`config.mk`:
```
export PLATFORM = sky130hd
export DESIGN_NAME = sstk_ram
export DESIGN_NICKNAME = d
export VERILOG_FILES = /design/src/hdl/sstk_ram.sv
export SDC_FILE = /design/constraint.sdc
export NUM_CORES = 1
export LEC_CHECK = 0
export ABC_AREA = 1
export ABC_CLOCK_PERIOD_IN_PS = 1200
export BUFFER_PORTS_ARGS = -buffer_cell sky130_fd_sc_hd__buf_2
export CAP_MARGIN = 20
export CORE_MARGIN = 3
export CORE_UTILIZATION = 35
export CTS_BUF_LIST = sky130_fd_sc_hd__clkbuf_4
export CTS_CLUSTER_SIZE = 28
export DETAILED_ROUTE_END_ITERATION = 10
export SETUP_SLACK_MARGIN = 0.05
export SYNTH_ARGS = -nofsm -noshare
export SYNTH_HDL_FRONTEND = slang
export SYNTH_SLANG_ARGS = --single-unit
```
`constraint.sdc`:
```
create_clock -name clk -period 1.2 [get_ports clk]
set_clock_uncertainty 0.05 [all_clocks]
set_input_delay 0.18 -clock clk [delete_from_list [all_inputs] [get_ports clk]]
set_output_delay 0.18 -clock clk [all_outputs]
set_load 0.02 [all_outputs]
```
`src/hdl/sstk_ram.sv`:
```
`default_nettype none
module sstk_ram #(
  parameter int DEPTH = 16,
  parameter int WIDTH = 8
) (
  input  wire logic                     clk,
  input  wire logic                     we,
  input  wire logic [$clog2(DEPTH)-1:0] waddr,
  input  wire logic [WIDTH-1:0]         wdata,
  input  wire logic [$clog2(DEPTH)-1:0] raddr,
  output logic [WIDTH-1:0]              rdata
);

  logic [WIDTH-1:0] mem [DEPTH];

  // one write port, one registered read port
  always_ff @(posedge clk) begin
    if (we) begin
      mem[waddr] <= wdata;
    end
    rdata <= mem[raddr];
  end

endmodule
`default_nettype wire

```
==> results.txt <==
- Clock-pin slew was measured on the worst setup and hold paths at 0.13 ns.
* Wire length reported by the detailed router: 12100 um
- VDD sags by at most 0.574 mV.
- For this design, the sink count on the clock tree is 136.
- Number of buffers created by CTS: 17
- Endpoint required time on the critical path: 0.97 ns
* Maximum fanout encountered on the critical timing path: 1
- Maximum cell stage delay along the critical path: 0.37 ns
* Layout overhead on the synthesized area: 18.1%
* Placer Congestion: 0.833
- Of the cells placed in the final design, the portion with a size suffix greater than 1 is 15.1%.
- Summing the sequential cell areas from Yosys gives 69.4% of the chip area.
* FF+latch count, synth: 136
* Vias: 3746
- Path type of the worst setup path: reg -> out
- Final hold violations: 0
* First-pass GRT wire length: 19800 um
* Rel. slew slack: 75.7%
- Startpoint type of the worst setup path: flop
- Counting both buffers and inverters, the worst setup path holds a total of 1.
- STA classifies the critical path endpoint as an output pin.
- 26 I/O pins were placed.
- The later pin in the worst-skew pair is clocked with a latency of 0.51 ns.
- Number of H-tree levels: 4
- Detailed placement finished with a half-perimeter wire length of 7920 um.
- Mean instance size in the synthesized netlist: 10.5 um2
* Family of cells with the greatest summed delay on the critical path: flip-flops
- The filler cells instantiated in the layout total 1561.
* Initial standard-cell utilization of the core: 36.0%
* Final number of setup-violating endpoints: 3
- Traced cell by cell, the critical path runs through buf_6.
* Cell variety after synth: 12
- Subtracting the final worst setup slack from the clock period gives 1.21 ns.
- At the placement stage, the worst setup path has a slack of -0.0867 ns.
- Final worst slack: -0.0101 ns
- At the pin with the least slew margin, the transition time is 0.364 ns.
- Initial antenna violation count: 1
- Dividing the detail-routed via count by the number of cells gives 4.47.
- Status: finished with violations
- TritonCTS built the clock tree.
- Number of DRC violations after detailed routing: 0
- Synthesis handed over a netlist of 551 instances.
* Number of nets with antenna violations after detailed routing: 0
- The final reports fail on setup timing.
- The total overflow left after global routing is 0.
- Setup total negative slack on the finished layout was measured at -0.0182 ns.
- Summing every instance area after synthesis gives 0.00577 mm2.
* Max-slew violation count: 0
- Die boundary height: 134 um
- Count of TritonRoute iterations in the first routing pass: 4
- Drt first-iter violations: 362
* Post-Syn Nets: 569
* Critical path arrival: 0.98 ns
- The die covers 0.0181 mm2.
- For this design the static power due to leakage is 2.93 nW.
- The total area inside the core boundary comes to 0.0160 mm2.
* Detailed-route wire length per cell: 14.5 um
* Number of nets in the layout: 626
* Worst-path cell with the longest stage delay: sky130_fd_sc_hd__dfxtp_2
* Highest Clock Rate: 826 MHz
- No sink is reached through more buffers than the 2 on the longest clock path.
- The floorplan has 46 rows.
- Setup repair after global routing could not meet its margin everywhere.
* Vias in the first global route: 3787
* Maximum number of pins on one net before global-route repair: 43
* Width of the chip: 134 um
- Class of the most critical hold timing path: in -> reg
- The design draws 9.76 mW.
- Number of maximum-capacitance constraint violations: 0
* Portion of the clock cycle consumed by the worst path in the final layout: 101%
* Synth warnings: 0
- Aggregate global-route resource usage: 14.5%
* Total of buffers placed on input and output ports: 25
- In this run the power density over the cells is 1430 mW/mm2.
- CTS root buf: sky130_fd_sc_hd__clkbuf_4
report_power, final:
| part | leakage [nW] | internal (mW) | switching [mW] |
|---|---|---|---|
| Sequential | 1.22 | 5.31 | 0.0381 |
| Combinational | 1.52 | 0.287 | 0.466 |
| Clock | 0.181 | 2.08 | 1.58 |
state kept, by name, summed over array words and instances (netlist names):
name,flops
mem,128
rdata,8
per-stage QoR:
stage,instances,util (%),cell area (um2),hold WS (ns)
global placement,797,39.4,6300,0.522
global route,838,42.6,6810,0.0383
CTS,837,42.5,6800,0.0244
floorplan,551,-,5770,0.229
detailed placement,797,39.4,6300,0.532
finish,838,42.6,6810,0.0623
routing by layer:
layer / wire length [um] / vias up / track usage (%) / share of wire [%]
met4: 196 / 0 / 5.54 / 1.6
met2: 6290 / 93 / 24.7 / 52
met5: 0 / - / 0 / 0
met3: 519 / 15 / 2.85 / 4.3
met1: 5120 / 1744 / 18.2 / 42
li1: - / 1894 / - / -
cell families after synthesis:
group	Yosys count	share of synthesized area [%]
buffers and inverters	126	9.52
DFF	136	69.4
and+or+nand+nor	289	21.0
final cells by class:
class	instances	area, um2	share of cell area, %
diodes	1	2.50	0.0367
clock buffers	18	135	1.98
clock inverters	14	228	3.34
inverters	102	383	5.62
multi-input cells	289	1220	17.9
flip-flops and latches	136	4010	58.9
well taps	216	270	3.97
repair buffers	62	561	8.23
path summary, 6_finish.rpt:
kind / startpoint / endpoint / slack (ns) / cells past startpoint
setup reg to reg: mem[5][2] / rdata[2] / 0.13 / 6
setup / recovery: rdata[1] / rdata[1] / -0.01 / 1
hold / removal: raddr[3] / rdata[6] / 0.06 / 4
hold reg to reg: mem[10][6] / rdata[6] / 0.60 / 6
placed cells by master (no fill, tap or decap), types with 6 or more instances in the layout:
master,instances
sky130_fd_sc_hd__buf_2,17
sky130_fd_sc_hd__buf_12,7
sky130_fd_sc_hd__buf_6,8
sky130_fd_sc_hd__dlygate4sd3_1,8
sky130_fd_sc_hd__nand2_1,173
sky130_fd_sc_hd__dfxtp_2,8
sky130_fd_sc_hd__edfxtp_1,128
sky130_fd_sc_hd__inv_1,100
sky130_fd_sc_hd__bufinv_16,6
sky130_fd_sc_hd__nor2_1,17
sky130_fd_sc_hd__nand3_1,96
sky130_fd_sc_hd__clkbuf_4,18
sky130_fd_sc_hd__buf_4,22
synth_stat cells:
cell / number / area, um2
sky130_fd_sc_hd__buf_1: 1 / 3.75
sky130_fd_sc_hd__buf_2: 13 / 65.1
sky130_fd_sc_hd__buf_4: 4 / 30.0
sky130_fd_sc_hd__buf_6: 6 / 67.6
sky130_fd_sc_hd__dfxtp_1: 8 / 160
sky130_fd_sc_hd__edfxtp_1: 128 / 3840
sky130_fd_sc_hd__inv_1: 100 / 375
sky130_fd_sc_hd__inv_2: 2 / 7.51
sky130_fd_sc_hd__nand2_1: 173 / 649
sky130_fd_sc_hd__nand3_1: 97 / 485
sky130_fd_sc_hd__nand3b_1: 2 / 15.0
sky130_fd_sc_hd__nor2_1: 17 / 63.8
what timing repair did:
item / 4_1_cts / 5_1_grt
endpoints found under the setup margin: 8 / 9
resized for setup: 24 / 1
gates cloned: 0 / 0
endpoints found under the hold margin: 86 / 0
buffers inserted: 0 / 0
hold buffers: 8 / 0
worst reg2reg max path, cell delays in order, from the launching register on:
cell and delay, ns:
sky130_fd_sc_hd__edfxtp_1 0.39, sky130_fd_sc_hd__inv_1 0.06, sky130_fd_sc_hd__nand2_1 0.04, sky130_fd_sc_hd__nand3_1 0.09, sky130_fd_sc_hd__nand3_1 0.12, sky130_fd_sc_hd__nand3_2 0.11
sky130_fd_sc_hd__nand2_1 0.08
Power figures use the tool's default switching activity.
