**src/hdl/sstk_pkg.sv**
```systemverilog
`default_nettype none
package sstk_pkg;

  // capacities
  localparam int MAX_POSITIONS = 4096;
  localparam int MAX_CHUNKS    = 64;

  // derived widths
  localparam int POS_W = $clog2(MAX_POSITIONS);
  localparam int LEN_W = POS_W + 1;
  localparam int CH_W  = $clog2(MAX_CHUNKS);
  localparam int CNT_W = CH_W + 1;

  // datapath widths
  localparam int SUM_W = 48;
  localparam int WIN_W = 56;
  localparam int DIV_W = 60;
  localparam int DVS_W = 13;
  localparam int CFG_W = 17;
  localparam int IDX_W = 2;

  // register indexes
  localparam logic [IDX_W-1:0] CFG_CHUNK_LEN     = 2'd0;
  localparam logic [IDX_W-1:0] CFG_POOL_WIDTH    = 2'd1;
  localparam logic [IDX_W-1:0] CFG_KEEP_FRACTION = 2'd2;

  // register reset values
  localparam logic [12:0] CHUNK_LEN_RST     = 13'd64;
  localparam logic [7:0]  POOL_WIDTH_RST    = 8'd13;
  localparam logic [16:0] KEEP_FRACTION_RST = 17'd32768;
  localparam logic [16:0] KEEP_ALL          = 17'd65536;

  // item functions
  localparam logic FUNC_LOAD = 1'b0;
  localparam logic FUNC_RUN  = 1'b1;

  // status codes
  localparam logic STATUS_OK       = 1'b0;
  localparam logic STATUS_OVERFLOW = 1'b1;

  typedef struct packed {
    logic               func;
    logic [11:0]        position;
    logic signed [31:0] sample;
    logic [12:0]        seq_length;
  } in_item_t;

  typedef struct packed {
    logic [11:0] span_begin;
    logic [12:0] span_finish;
    logic        last_span;
    logic        status;
  } out_item_t;

  typedef struct packed {
    logic                    start;
    logic signed [DIV_W-1:0] dividend;
    logic [DVS_W-1:0]        divisor;
  } div_req_t;

  typedef struct packed {
    logic                    done;
    logic signed [DIV_W-1:0] quotient;
  } div_rsp_t;

  typedef enum logic [4:0] {
    ST_IDLE,
    ST_LOAD_WR,
    ST_COUNT,
    ST_WIN_RD,
    ST_WIN_ACC,
    ST_F_START,
    ST_F_WAIT,
    ST_C_START,
    ST_C_WAIT,
    ST_UPD_A,
    ST_UPD_A2,
    ST_UPD_S,
    ST_UPD_S2,
    ST_CLEAR,
    ST_SEL_INIT,
    ST_SEL_RD,
    ST_SEL_GET,
    ST_SC_RD,
    ST_SC_CMP,
    ST_EMIT,
    ST_ERR_OUT
  } state_t;

endpackage
`default_nettype wire

```
**src/hdl/sstk_div.sv**
```systemverilog
`default_nettype none
module sstk_div (
  input  wire logic               clk,
  input  wire logic               rst,
  input  wire sstk_pkg::div_req_t req,
  output sstk_pkg::div_rsp_t      rsp
);

  localparam int CNT_BITS = $clog2(sstk_pkg::DIV_W);

  logic                              busy;
  logic                              fix;
  logic                              done;
  logic [CNT_BITS-1:0]               cnt;
  logic [sstk_pkg::DIV_W-1:0]        quo;
  logic [sstk_pkg::DVS_W-1:0]        rem;
  logic [sstk_pkg::DVS_W-1:0]        dvs;
  logic                              neg;
  logic signed [sstk_pkg::DIV_W-1:0] result;
  logic [sstk_pkg::DVS_W:0]          shifted;
  logic                              fits;
  logic                              last_step;

  // one quotient bit per cycle
  assign shifted   = {rem, quo[sstk_pkg::DIV_W-1]};
  assign fits      = shifted >= {1'b0, dvs};
  assign last_step = busy && (cnt == CNT_BITS'(sstk_pkg::DIV_W - 1));

  // control
  always_ff @(posedge clk) begin
    if (rst) begin
      busy <= 1'b0;
      fix  <= 1'b0;
      done <= 1'b0;
    end else begin
      done <= fix;
      fix  <= last_step;
      if (req.start) begin
        busy <= 1'b1;
      end else if (last_step) begin
        busy <= 1'b0;
      end
    end
  end

  // magnitude divide, then floor correction for negative dividends
  always_ff @(posedge clk) begin
    if (req.start) begin
      quo <= req.dividend[sstk_pkg::DIV_W-1] ? sstk_pkg::DIV_W'(-req.dividend)
                                              : sstk_pkg::DIV_W'(req.dividend);
      rem <= '0;
      dvs <= req.divisor;
      neg <= req.dividend[sstk_pkg::DIV_W-1];
      cnt <= '0;
    end else if (busy) begin
      quo <= {quo[sstk_pkg::DIV_W-2:0], fits};
      rem <= fits ? sstk_pkg::DVS_W'(shifted - {1'b0, dvs}) : shifted[sstk_pkg::DVS_W-1:0];
      cnt <= cnt + CNT_BITS'(1);
    end
    if (fix) begin
      result <= neg ? $signed(~quo + sstk_pkg::DIV_W'(rem == '0)) : $signed(quo);
    end
  end

  assign rsp.done     = done;
  assign rsp.quotient = result;

endmodule
`default_nettype wire

```
**config.mk**
```make
export PLATFORM = sky130hd
export DESIGN_NAME = sstk_div
export DESIGN_NICKNAME = d
export VERILOG_FILES = /design/src/hdl/sstk_pkg.sv /design/src/hdl/sstk_div.sv
export SDC_FILE = /design/constraint.sdc
export NUM_CORES = 1
export LEC_CHECK = 0
export ABC_CLOCK_PERIOD_IN_PS = 3000
export BUFFER_PORTS_ARGS = -buffer_cell sky130_fd_sc_hd__buf_4
export CORE_ASPECT_RATIO = 1.25
export CORE_UTILIZATION = 42
export CTS_BUF_LIST = sky130_fd_sc_hd__clkbuf_16
export DETAILED_ROUTE_END_ITERATION = 6
export PLACE_DENSITY = 0.68
export REMOVE_ABC_BUFFERS = 1
export SLEW_MARGIN = 20
export SYNTH_ARGS = -nofsm -noshare
export SYNTH_HDL_FRONTEND = slang
export SYNTH_SLANG_ARGS = --single-unit
```
**constraint.sdc**
```tcl
create_clock -name clk -period 3 [get_ports clk]
set_input_delay 0.45 -clock clk [delete_from_list [all_inputs] [get_ports clk]]
set_output_delay 0.45 -clock clk [all_outputs]
set_load 0.005 [all_outputs]
```
==> flow_metrics.env <==
export IMPL_routedWlPerCell_um=17.0
export IMPL_setup_viol=0
export IMPL_drive_gt1_share_pct=26.4
export IMPL_drt_initial_drc_count=476
export IMPL_min_period_ns=2.94
export IMPL_syn_mean_instance_area_um2=10.3
export IMPL_synth_top_cell_by_area="edfxtp_1"
export IMPL_hpwl_um=16800
export IMPL_hold_class="in2reg"
export IMPL_dr_total_vias=7505
export IMPL_grt_first_pass_wirelength_um=36900
export IMPL_synth_cells=877
export IMPL_r2r_start="rem[12]"
export IMPL_hp_start="rst"
export IMPL_stdcell_count=1357
export IMPL_synth_ff_type="edfxtp_1"
export IMPL_cp_startpoint="rem[12]"
export IMPL_cp_start_kind="register"
export IMPL_cts_buffer_depth=2
export IMPL_status="complete, no violations"
export IMPL_die_w_um=133
export IMPL_grt_pass1_vias=7289
export IMPL_synth_seq_cells=156
export IMPL_coreArea_mm2=0.0210
export IMPL_synth_top_area_share_pct=44.6
export IMPL_rsz0062_at_grt="no"
export IMPL_cts_tree="built"
export IMPL_die_area_mm2=0.0221
export IMPL_required_ns=3.17
export IMPL_clock_skew_ns=0.00958
export IMPL_hold_viol=0
export IMPL_cp_endpoint="result[18]"
export IMPL_root_buffer="clkbuf_16"
export IMPL_cts_buffers=17
export IMPL_dp_cells=1323
export IMPL_clk_pin_slew_ns=0.06
export IMPL_drc=0
export IMPL_vias_per_cell=5.53
export IMPL_power_density_mw_per_mm2=515
export IMPL_initial_core_util_pct=43.0
export IMPL_path_max_fanout=3
export IMPL_synth_most_common_cell="edfxtp_1"
export IMPL_crit_type="reg2reg"
export IMPL_die_y_um=166
export IMPL_antennaDiodeCount=0
export IMPL_worst_pin_slew_ns=0.878
export IMPL_ctsHtreeMaxLevel=4
export IMPL_fmax_mhz=341
export IMPL_antenna_found_initial=0
export IMPL_synth_area_leaders="edfxtp_1 (45%), xor2_1 (6.2%), xnor2_1 (5.8%)"
export IMPL_r2r_cells=11
export IMPL_fin_nets=1165
export IMPL_wl_um=23100
export IMPL_leakage_nw=4.33
export IMPL_cp_arrival_ns=3.10
export IMPL_ant_nets=0
export IMPL_end_kind="register"
export IMPL_async_flop_share_pct=0
export IMPL_cts_sinks=156
export IMPL_grt_overflow=0
export IMPL_timing_slew_headroom_pct=41.4
export IMPL_clk_latency_ns=0.42
export IMPL_rr_endpoint="result[18]"
export IMPL_min_period_over_period_pct=97.8
export IMPL_globalRouteTotalUtil_pct=21.3
export IMPL_grt_start_max_net_pins=145
export IMPL_syn2layout_area_growth_pct=28.8
export IMPL_synthTopCellsByCount="edfxtp_1 (134), nor2_1 (92), a21oi_1 (65)"
export IMPL_first_pass_iters=5
export IMPL_syn_area_mm2=0.00902
export IMPL_drv_cap=0
export IMPL_gp_congestion=0.883
export IMPL_ios=137
export IMPL_synth_edff_count=134
export IMPL_synth_distinct_cells=58
export IMPL_port_buffers=136
export IMPL_ys_warnings_count=0
export IMPL_ys_seq_area_share_pct=49.5
export IMPL_regToRegSetupSlack_ns=0.06
export IMPL_slew_viol_final=0
export IMPL_total_power_mw=5.99
export IMPL_hold_buffers=0
export IMPL_row_count=59
export IMPL_vdd_drop_max_mv=0.415
export IMPL_nFillCells=1895
-- metal layers --
metal / up-vias / track usage, % / routed length [µm]
met2: 210 / 37.4 / 11900
met3: 39 / 3.82 / 956
met1: 3586 / 25.8 / 9590
met5: - / 0 / 0
met4: 0 / 8.55 / 607
li1: 3670 / - / -
-- cell usage in the layout (no fill, tap or decap), types with 14 or more instances in the layout --
master / n
clkbuf_16: 17
dfxtp_1: 20
xnor2_1: 60
o31ai_1: 40
inv_1: 31
nand2_1: 54
ha_1: 16
nor4_1: 14
nand3_1: 15
edfxtp_1: 134
o41ai_1: 17
o21ai_0: 50
buf_4: 214
a21oi_1: 65
nor2_1: 92
nor3_1: 16
xor2_1: 64
-- sequential cells by signal (all words and copies together) (netlist names) --
name,cells
fix,1
busy,1
neg,1
rem,13
dvs,13
result,60
done,1
quo,60
cnt,6
-- what timing repair did --
item                                    CTS  global route
setup buffers                             2             0
gates resized for setup                  19             7
endpoints found under the setup margin   18             9
pin swaps                                 3             0
-- where the power goes --
part | switching (mW) | internal [mW] | leakage, nW
clock network | 0.880 | 1.39 | 0.308
logic | 0.546 | 0.488 | 2.58
registers | 0.129 | 2.55 | 1.45
-- cell type report --
type                            count  area, µm²  area share [%]
Timing Repair Buffer              216       1650            14.2
Sequential cell                   156       4470            38.4
Tap cell                          274        343            2.95
Clock buffer                       17        425            3.66
Clock inverter                     15        195            1.68
Multi-Input combinational cell    650       4440            38.2
Inverter                           29        109           0.937
-- cells by family (layout without fill, tap and decap cells) --
logic type | count (synthesis) | in the layout | synth area share, %
XOR/XNOR | 124 | 124 | 12.0
adder cells (fa/ha/maj) | 19 | 19 | 2.72
AND/OR/NAND/NOR | 274 | 274 | 15.3
buffers and inverters | 71 | 277 | 3.04
AO/OA/AOI/OAI | 223 | 223 | 16.3
multiplexers | 10 | 10 | 1.18
flip-flops | 156 | 156 | 49.5
-- critical path: stages (launching register included) --
cell      delay (ns)
dfxtp_2         0.33
or4_4           0.55
nor4_4          0.17
buf_4           0.17
ha_4            0.14
ha_4            0.14
nand2b_4        0.07
buf_4           0.13
or2_2           0.30
or3_4           0.36
o31ai_4         0.23
xnor2_1         0.10
-- through the flow --
stage               hold slack [ns]  setup TNS (ns)  utilization (%)  area (µm²)  worst slack [ns]
detailed placement            0.492           -4.51             51.7       10800            -0.263
CTS                           0.175               0             55.2       11600            0.0286
floorplan                     0.447          -0.511                -        8860           -0.0781
global route                  0.175               0             55.4       11600           0.00504
global placement              0.464           -2.42             51.7       10800            -0.224
finish                        0.191               0             55.4       11600            0.0648
-- how the worst min path moves through the flow --
stage               slack (ns)  depth (start not counted)      to
CTS                       0.17                          2     fix
finish                    0.19                          2     fix
floorplan                 0.45                          2  cnt[5]
global placement          0.46                          2  cnt[5]
global route              0.18                          2     fix
detailed placement        0.49                          2  cnt[5]
Note: power is estimated with default switching activity, not from simulation.
